--- config.mk ---
export PLATFORM = sky130hd
export DESIGN_NAME = sorted_priority_queue_unit
export DESIGN_NICKNAME = d
export VERILOG_FILES = /design/src/rtl/spq_pkg.sv /design/src/rtl/spq_cell.sv /design/src/rtl/sorted_priority_queue_unit.sv
export SDC_FILE = /design/constraint.sdc
export NUM_CORES = 2
export LEC_CHECK = 0
export BUFFER_PORTS_ARGS = -buffer_cell sky130_fd_sc_hd__buf_2
export CORE_ASPECT_RATIO = 1.5
export CORE_MARGIN = 2
export CORE_UTILIZATION = 65
export DETAILED_ROUTE_END_ITERATION = 8
export HOLD_SLACK_MARGIN = 0.1
export PLACE_DENSITY = 0.89
export SETUP_SLACK_MARGIN = 0.05
export SYNTH_ARGS = -nofsm -noshare
export SYNTH_HDL_FRONTEND = slang
export SYNTH_SLANG_ARGS = --single-unit
export TNS_END_PERCENT = 20
--- constraint.sdc ---
create_clock -name clk -period 11.9 [get_ports clk]
set_input_delay 2.38 -clock clk [delete_from_list [all_inputs] [get_ports clk]]
set_output_delay 2.38 -clock clk [all_outputs]
set_load 0.005 [all_outputs]
--- src/rtl/spq_pkg.sv ---
`default_nettype none
// ----------------------------------------------------------------------------
// Sorted priority queue package
// Sizes, command and status codes, and the beat and entry types shared by the
// queue cells and the top level.
// ----------------------------------------------------------------------------
package spq_pkg;

  localparam int CAPACITY       = 16;
  localparam int VALUE_WIDTH    = 32;
  localparam int PRIORITY_WIDTH = 16;
  localparam int COUNT_WIDTH    = $clog2(CAPACITY + 1);

  typedef enum logic {
    CMD_ENQUEUE = 1'b0,
    CMD_DEQUEUE = 1'b1
  } command_t;

  typedef enum logic [1:0] {
    STATUS_INSERTED = 2'd0,
    STATUS_REMOVED  = 2'd1,
    STATUS_EMPTY    = 2'd2,
    STATUS_FULL     = 2'd3
  } status_t;

  // Request beat.
  typedef struct packed {
    command_t           command;
    logic [31:0]        item_value;
    logic signed [15:0] item_priority;
  } req_t;

  // Response beat.
  typedef struct packed {
    logic [31:0] out_value;
    status_t     status;
    logic [4:0]  occupancy;
  } rsp_t;

  // One stored entry.
  typedef struct packed {
    logic [VALUE_WIDTH-1:0]           value;
    logic signed [PRIORITY_WIDTH-1:0] prio;
  } entry_t;

  // Broadcast control from the top level to every cell.
  typedef struct packed {
    logic   enq;
    logic   deq;
    entry_t new_entry;
  } cell_ctrl_t;

endpackage
`default_nettype wire

--- src/rtl/spq_cell.sv ---
`default_nettype none
// ----------------------------------------------------------------------------
// Sorted priority queue cell
// Holds one entry; on insert it takes the new entry or its left neighbor's,
// on removal it takes its right neighbor's.
// ----------------------------------------------------------------------------
module spq_cell (
  input  wire logic               clk,
  input  wire spq_pkg::cell_ctrl_t ctrl,
  input  wire logic               occupied,
  input  wire logic               left_ins,
  input  wire spq_pkg::entry_t    left_data,
  input  wire spq_pkg::entry_t    right_data,
  output logic                    ins,
  output spq_pkg::entry_t         data
);

  // Cells are kept in descending priority order from cell zero, so this flag
  // is false over a prefix of the chain and true from the insert point on.
  always_comb begin
    ins = !occupied || ($signed(data.prio) <= $signed(ctrl.new_entry.prio));
  end

  always_ff @(posedge clk) begin
    if (ctrl.enq) begin
      if (ins && !left_ins) begin
        data <= ctrl.new_entry;
      end else if (ins) begin
        data <= left_data;
      end
    end else if (ctrl.deq) begin
      data <= right_data;
    end
  end

endmodule
`default_nettype wire

--- src/rtl/sorted_priority_queue_unit.sv ---
`default_nettype none
// ----------------------------------------------------------------------------
// Sorted priority queue unit
// Bounded priority queue built as a shift-register chain of sorted cells.
// ----------------------------------------------------------------------------
// Usage:
//   A request beat on req carries a command: enqueue stores item_value with
//   the signed item_priority, dequeue removes the entry of highest priority.
//   Among equal priorities the entry inserted last is removed first.
//   Every request yields exactly one response beat on rsp, carrying the
//   removed value (zero unless an entry was removed), a status (inserted,
//   removed, empty on dequeue, full on enqueue) and the occupancy after the
//   command.
//   The response is valid in the cycle after the request is accepted.
//   Throughput is one request per cycle while the receiver takes each
//   response, since every cell compares and shifts in the same cycle; the
//   response register is the only stage.
//   When the receiver stalls, the response is held in its register and
//   req_ready stays low until it is taken; a request is still accepted in
//   the cycle in which the waiting response leaves.
//   Reset empties the queue and drops any pending response. Cell contents
//   are not cleared; only cells below the entry count are ever read.
// ----------------------------------------------------------------------------
module sorted_priority_queue_unit (
  input  wire logic          clk,
  input  wire logic          rst,
  input  wire logic          req_valid,
  output logic               req_ready,
  input  wire spq_pkg::req_t req,
  output logic               rsp_valid,
  input  wire logic          rsp_ready,
  output spq_pkg::rsp_t      rsp
);

  logic [spq_pkg::COUNT_WIDTH-1:0] count;
  logic [spq_pkg::COUNT_WIDTH-1:0] count_next;
  spq_pkg::rsp_t                   rsp_next;
  spq_pkg::cell_ctrl_t             ctrl;
  logic                            accept;
  logic                            full;
  logic                            empty;

  spq_pkg::entry_t cell_data [spq_pkg::CAPACITY];
  logic            cell_ins  [spq_pkg::CAPACITY];

  // The response register frees up in the same cycle it is drained.
  assign req_ready = !rsp_valid || rsp_ready;
  assign accept    = req_valid && req_ready;
  assign full      = (count == spq_pkg::COUNT_WIDTH'(spq_pkg::CAPACITY));
  assign empty     = (count == '0);

  // Fit the request fields to the stored widths: the value is truncated or
  // zero extended, the priority truncated or sign extended.
  always_comb begin
    logic [spq_pkg::VALUE_WIDTH+31:0]    value_ext;
    logic [spq_pkg::PRIORITY_WIDTH+15:0] prio_ext;
    value_ext = {{spq_pkg::VALUE_WIDTH{1'b0}}, req.item_value};
    prio_ext  = {{spq_pkg::PRIORITY_WIDTH{req.item_priority[15]}}, req.item_priority};
    ctrl.new_entry.value = value_ext[spq_pkg::VALUE_WIDTH-1:0];
    ctrl.new_entry.prio  = prio_ext[spq_pkg::PRIORITY_WIDTH-1:0];
    ctrl.enq = accept && (req.command == spq_pkg::CMD_ENQUEUE) && !full;
    ctrl.deq = accept && (req.command == spq_pkg::CMD_DEQUEUE) && !empty;
  end

  // The chain: cell zero holds the highest priority. An insert pushes the
  // cells at and beyond the insert point one place to the right; a removal
  // takes cell zero and pulls every cell one place to the left.
  for (genvar i = 0; i < spq_pkg::CAPACITY; i++) begin : g_cell
    logic            occupied;
    logic            left_ins;
    spq_pkg::entry_t left_data;
    spq_pkg::entry_t right_data;

    assign occupied = (count > spq_pkg::COUNT_WIDTH'(i));

    if (i == 0) begin : g_first
      assign left_ins  = 1'b0;
      assign left_data = ctrl.new_entry;
    end else begin : g_inner
      assign left_ins  = cell_ins[i-1];
      assign left_data = cell_data[i-1];
    end

    // The last cell has nobody to its right; what it takes on a removal lies
    // beyond the entry count and is never read.
    if (i == spq_pkg::CAPACITY - 1) begin : g_last
      assign right_data = cell_data[i];
    end else begin : g_mid
      assign right_data = cell_data[i+1];
    end

    spq_cell u_cell (
      .clk        (clk),
      .ctrl       (ctrl),
      .occupied   (occupied),
      .left_ins   (left_ins),
      .left_data  (left_data),
      .right_data (right_data),
      .ins        (cell_ins[i]),
      .data       (cell_data[i])
    );
  end

  // Count update and response forming.
  always_comb begin
    logic [spq_pkg::VALUE_WIDTH+31:0] out_ext;
    logic [spq_pkg::COUNT_WIDTH+4:0]  occ_ext;
    out_ext    = {32'd0, cell_data[0].value};
    count_next = count;
    rsp_next.out_value = '0;
    if (req.command == spq_pkg::CMD_ENQUEUE) begin
      if (full) begin
        rsp_next.status = spq_pkg::STATUS_FULL;
      end else begin
        rsp_next.status = spq_pkg::STATUS_INSERTED;
        count_next      = count + spq_pkg::COUNT_WIDTH'(1);
      end
    end else begin
      if (empty) begin
        rsp_next.status = spq_pkg::STATUS_EMPTY;
      end else begin
        rsp_next.status    = spq_pkg::STATUS_REMOVED;
        rsp_next.out_value = out_ext[31:0];
        count_next         = count - spq_pkg::COUNT_WIDTH'(1);
      end
    end
    occ_ext            = {5'd0, count_next};
    rsp_next.occupancy = occ_ext[4:0];
  end

  always_ff @(posedge clk) begin
    if (rst) begin
      count     <= '0;
      rsp_valid <= 1'b0;
    end else begin
      if (accept) begin
        count     <= count_next;
        rsp_valid <= 1'b1;
      end else if (rsp_ready) begin
        rsp_valid <= 1'b0;
      end
    end
    if (accept) begin
      rsp <= rsp_next;
    end
  end

endmodule
`default_nettype wire
# == Yosys cells after proc, flatten, opt, wreduce, memory -nomap -nowiden ==
# Index checks and enable logic that the tools add are counted.
# totals
ff_bits,813
inputBits,53
out_inout_bits,41
word_cells,249
# classes
addsub,2
magnitude_cmp,32
eq_ne,16
mux,69
n_bitwise,1
n_reduce_logical,92
# ops
cell,count
2-to-1 mux 48 bit,61
less-or-equal comparator 16 bit,16
"!= test 3 x 1 -> 1 bit, second input constant",14
"greater-than comparator 5 x 4 -> 1 bit, second input constant",8
zero test 1 bit,34
AND reduction 2 bit,16
"greater-than comparator 5 x 3 -> 1 bit, second input constant",4
logical AND 1 bit,20
logical OR 1 bit,17
2-to-1 mux 5 bit,3
"greater-than comparator 5 x 1 -> 1 bit, second input constant",2
"greater-than comparator 5 x 2 -> 1 bit, second input constant",2
2-to-1 mux 2 bit,3
nonzero test 2 bit,3
"adder 5 x 1 -> 5 bit, second input constant",1
"== test 5 bit, second input constant",1
zero test 5 bit,1
"subtractor 5 x 1 -> 5 bit, second input constant",1
2-to-1 mux 1 bit,2
"!= test 2 x 1 -> 1 bit, second input constant",1
OR reduction 2 bit,1
NOT 1 bit,1

# == Logic depth before layout (Yosys ltp) ==
# depth
ltp_word,7
depth_mapped,12
depth_no_buf,9

# == Hierarchy ==
# A second synthesis with hierarchy kept.
# unflattened
cells_unflattened,5649
area_unflattened_um2,51523.2
# by_module_without_submodules
module,instances,cells_per_inst,area_per_inst_um2,seq_area_each_um2
spq_cell at g_cell[0].u_cell ...,9,344,3056.7,1441.4
spq_cell at g_cell[3].u_cell ...,7,338,3114.2,1441.4
sorted_priority_queue_unit,1,187,2213.4,1291.2

# == Worst setup path after synthesis ==
# No wires, ideal clock.
# synth_path
kind,in2reg
start,input rsp_ready
end,register g_cell[11].u_cell.data[0] (netlist bit) (enable)
setup_time_ns,0.470
arrival_time_ns,7.262
required_time_ns,11.430
path_slack_ns,4.168
cell_stages,7
path_buffers,3
path_cell_list,nand2b_1 and2_1 clkbuf_1 clkbuf_1 o21ai_1 clkbuf_1 a21oi_1
# synth_between
elab_chain_len,6
word_cells_on_any_way,9
cone_classes,eq/ne (1); reduce/logical (8)
# synth_lines
item,line,source
start: declaration,sorted_priority_queue_unit.sv:31,"input wire logic rsp_ready,"
logical OR 1 bit *,sorted_priority_queue_unit.sv:47,assign req_ready = !rsp_valid || rsp_ready;
logical AND 1 bit *,sorted_priority_queue_unit.sv:48,assign accept = req_valid && req_ready;
named net accept,sorted_priority_queue_unit.sv:39,logic accept;
"logical AND 1 bit, on equally long branches (2 in series)","sorted_priority_queue_unit.sv:61, sorted_priority_queue_unit.sv:62",
!= test 3 x 1 -> 1 bit (no line) or nonzero test 2 bit (tied branches),n/a,
AND reduction 2 bit (no line) *,n/a,
end signal: assignment,spq_cell.sv:27,data <= ctrl.new_entry;
end signal: assignment,spq_cell.sv:29,data <= left_data;
end signal: assignment,spq_cell.sv:32,data <= right_data;
end: declaration,spq_cell.sv:15,output spq_pkg::entry_t data
# The timed path passes the listed nets; every way through them passes the cells marked *.
# A chain may end at the register's enable or synchronous reset.

# == Final worst setup path ==
# layout_path
start,input req[8] (netlist bit)
end,"register g_cell[8].u_cell.data[30] (netlist bit), data pin"
# layout_between
elab_chain_len,6
word_cells_on_any_way,8
cone_classes,order compare (2); mux (2); reduce/logical (4)
# layout_lines
item,line,source
start: declaration,sorted_priority_queue_unit.sv:29,"input wire spq_pkg::req_t req,"
less-or-equal comparator 16 bit,spq_cell.sv:21,ins = !occupied || ($signed(data.prio) <= $signed(ctrl.new_entry.prio));
logical OR 1 bit,spq_cell.sv:21,
zero test 1 bit,spq_cell.sv:26,if (ins && !left_ins) begin
logical AND 1 bit *,spq_cell.sv:26,
2-to-1 mux 48 bit *,spq_cell.sv:26,
2-to-1 mux 48 bit *,spq_cell.sv:25,if (ctrl.enq) begin
end signal: assignment,spq_cell.sv:27,
end signal: assignment,spq_cell.sv:29,
end signal: assignment,spq_cell.sv:32,
end: declaration,spq_cell.sv:15,
# Every way passes the cells marked *; elsewhere a longest branch is shown, timed or not.

==> run summary <==
Outcome: complete, no violations
# clock sinks: 813
Period utilization: 61.7%
IO buf count: 93
Full die area: 75,500 µm²
Synth Area in XOR/XNOR: 0.0551%
First-pass DRT Iterations: 8
Register area share after synthesis: 51.1%
RR Endpoint: g_cell[1].u_cell.data[14]
Post-Place Cell Area: 48,300 µm²
Fin Clk Skew: 0.0322 ns
Avg Synthesized Cell Area: 10.4 µm²
Max frequency: 0.136 GHz
Worst hold path type: reg2reg
Setup TNS: 0 ns
Routed length per instance: 34.1 µm
Synth warn: 0
CP Class: in2reg
Setup Viol. Count Final: 0
Pin count of the biggest net entering global routing: 221
Worst setup path startpoint: req[8]
Crit Path Max Fanout: 25
GP Congestion: 1.02
Final ANT Viol Nets: 0
Share of cells above drive strength 1: 9.32%
Chip Width: 225 µm
FF-to-FF setup slack: 6.03 ns
Post-Synth Simple-Gate Area: 11.1%
Final Power: 8.47 mW
CTS tree: done
Syn Nets: 4,892
Worst Setup End Kind: register
Final hold slack: 0.534 ns
Static leakage: 18.5 nW
Clk pwr share: 30.5%
Number of enable flip-flop cells after synthesis: 807
Vias: 43,800
Top_reg_cell synth: edfxtp_1
CTS root buffer: clkbuf_16
Rows: 121
Htree depth: 3
Post_cts resized: 0
Initial antenna violation count: 15
Post-synthesis instance total: 4,578
Die height: 336 µm
Critical Path End: g_cell[8].u_cell.data[30]
Startpoint types: input pin
Worst-Margin Slew: 1.44 ns
Post-synthesis mux area share: 1.29%
Vias per Instance: 8.16
RSZ-0062 raised after global routing: false
Grt total ovfl: 0
Final HPWL from detailed placement: 108,000 µm
Routed wire length: 183,000 µm
Clock Latency Late Sink: 0.68 ns
Flop pwr share: 45.1%
Mapped Area: 47,600 µm²
Sw frac: 34.7%
Slew HR: 3.97%
Clk buf depth: 3
I/O Pins: 94
Design Area, Final: 50,800 µm²
FFs w/ async S/R, synth: 0%
Gate power share: 24.4%
Area grow syn2layout: 6.73%
Data arrival, critical path: 7.87 ns
Num CTS Buffers: 79
Maximum VDD drop: 0.000142 V
Synth Area in Compound Gates: 25.0%
Number of synthesized register bits: 813
Fin crit period: 7.34 ns
First-pass GRT wire length: 268,000 µm
Remaining routing DRC violations: 0
Synth Area in Adders: 6.85%
Max-slew violations: 0
Largest family of logic cells by synthesized area: compound AO/OA/AOI/OAI gates
Final Net Count: 4,693
Synth unique cells: 80
Power Density: 167 nW/µm²
Starting DRT DRC Count: 9,082
Final Hold Viols: 0
Max-Cap Viols: 0
Post-CTS Hold Buffers: 0
Clk slew on worst S/H paths: 0.06 ns
Placeable core area: 72,500 µm²
Reg-to-Reg Start: count[0]
P_sw: 2.94 mW
CP required: 12.42 ns
Int Pwr: 5.53 mW
Setup repair bufs after CTS: 0
Initial core utilization: 65.7%
Vias in the first global route: 42,800
Total GRT Usage: 47.9%
Register-to-Register Path Depth: 9
[through the flow]
| step | worst slack [ns] | util (%) | cells |
|---|---|---|---|
| 5_1_grt | 4.72 | 70.1 | 5364 |
| 4_1_cts | 5.29 | 70.1 | 5363 |
| 3_3_place_gp | 4.61 | 66.6 | 5220 |
| 2_1_floorplan | 4.17 | - | 4578 |
| 3_5_place_dp | 4.63 | 66.6 | 5220 |
| 6_report | 4.56 | 70.1 | 5372 |
[layout by cell type, fill, tap and decap left out, types with 9 or more instances in the layout]
cell	count
clkbuf_16	80
buf_4	78
nand2_1	744
clkinv_2	17
ha_1	261
clkbuf_1	11
mux2_1	17
a21oi_4	15
o21ai_0	167
a211oi_1	19
a22oi_1	10
and3_1	67
buf_2	93
a221o_1	292
clkinv_1	18
or4_1	11
edfxtp_1	807
diode_2	9
inv_1	46
nand3_1	67
a21oi_1	503
nor2_4	10
a21o_1	37
nand4_1	41
and4_1	9
a31oi_1	151
o211ai_1	407
nor2b_1	17
nor2_1	198
o211ai_2	30
nor3_1	20
mux2_2	31
[worst min path at each step]
stage                               start                    endpoint  slack, ns  cells after the start
2_1_floorplan   g_cell[1].u_cell.data[16]   g_cell[0].u_cell.data[16]       0.52                      2
3_3_place_gp                    rsp_valid                   rsp_valid       0.50                      2
3_5_place_dp                    rsp_valid                   rsp_valid       0.52                      2
4_1_cts                         rsp_valid                   rsp_valid       0.53                      2
5_1_grt        g_cell[15].u_cell.data[34]  g_cell[14].u_cell.data[34]       0.56                      1
6_report                        rsp_valid                   rsp_valid       0.53                      2
[cell type report]
cell class | instances | area (µm²)
well taps | 922 | 1150
diodes | 9 | 22.5
inverters | 47 | 176
repair buffers | 173 | 1090
fillers | 5009 | 21700
clock buffers | 91 | 2040
multi-input cells | 3265 | 21500
clock inverters | 52 | 479
flip-flops and latches | 813 | 24400
[flip-flops by register name, summed over array words and instances (netlist names)]
signal,flops
rsp,39
g_cell.u_cell.data,768
count,5
rsp_valid,1
[kinds of logic (layout without fill, tap and decap cells)]
kind of cell / after synthesis / after routing
flops: 813 / 813
other cells: 0 / 9
simple gates: 1234 / 1234
fa+ha+maj: 261 / 261
xor+xnor: 3 / 3
buf+inv: 500 / 363
compound gates: 1713 / 1713
mux: 54 / 54
[critical path: stages]
cell	delay, ns
buf_2	0.19
inv_1	0.41
ha_1	0.46
nand4_1	0.62
nor3_1	0.70
a21boi_0	0.50
or4_1	0.26
nand3_4	0.42
nor2_4	1.06
buf_4	0.59
a221o_1	0.23
[routing by layer]
layer / global-route usage [%] / share of wire [%] / vias up
met1: 55.7 / 30 / 20100
li1: - / - / 17500
met3: 15.0 / 16 / 1446
met4: 43.4 / 11 / 8
met2: 70.9 / 43 / 4814
met5: 0 / 0.032 / -
[power by group through the flow]
| stage | clock network, mW | registers [mW] | logic [mW] |
|---|---|---|---|
| global placement | 0 | 3.85 | 1.86 |
| CTS | 2.55 | 3.80 | 1.93 |
| floorplan | 0 | 3.77 | 1.24 |
| global route | 2.64 | 3.83 | 2.12 |
| finish | 2.59 | 3.82 | 2.07 |
| detailed placement | 0 | 3.85 | 1.91 |
[cells in the mapped netlist, drive strengths merged, types with 6 or more instances]
cell type  instances  area, µm²
a221o            292       2920
mux2i              6       76.3
clkbuf           275       1030
edfxtp           807      24200
nor3              22        115
o21a               8       60.1
or4               11       82.6
dfxtp              6        120
mux2              48        541
nor2             208        788
inv               46        173
a21o              37        278
a31oi            152        951
o211ai           438       3440
a41o               8       80.1
ha               261       3270
o21bai             6       45.0
a22oi             10       75.1
a21oi            518       2600
nor4               9       62.6
nand2b             9       56.3
a21boi             7       52.6
nor2b             17        106
and2               6       42.5
and3              71        444
nand4             41        257
nand3             70        350
buf              178        953
nand2            750       2820
and4              10       90.1
a211oi            20        155
o21ai            176        881
No activity file was read; power rests on OpenSTA's default activity.
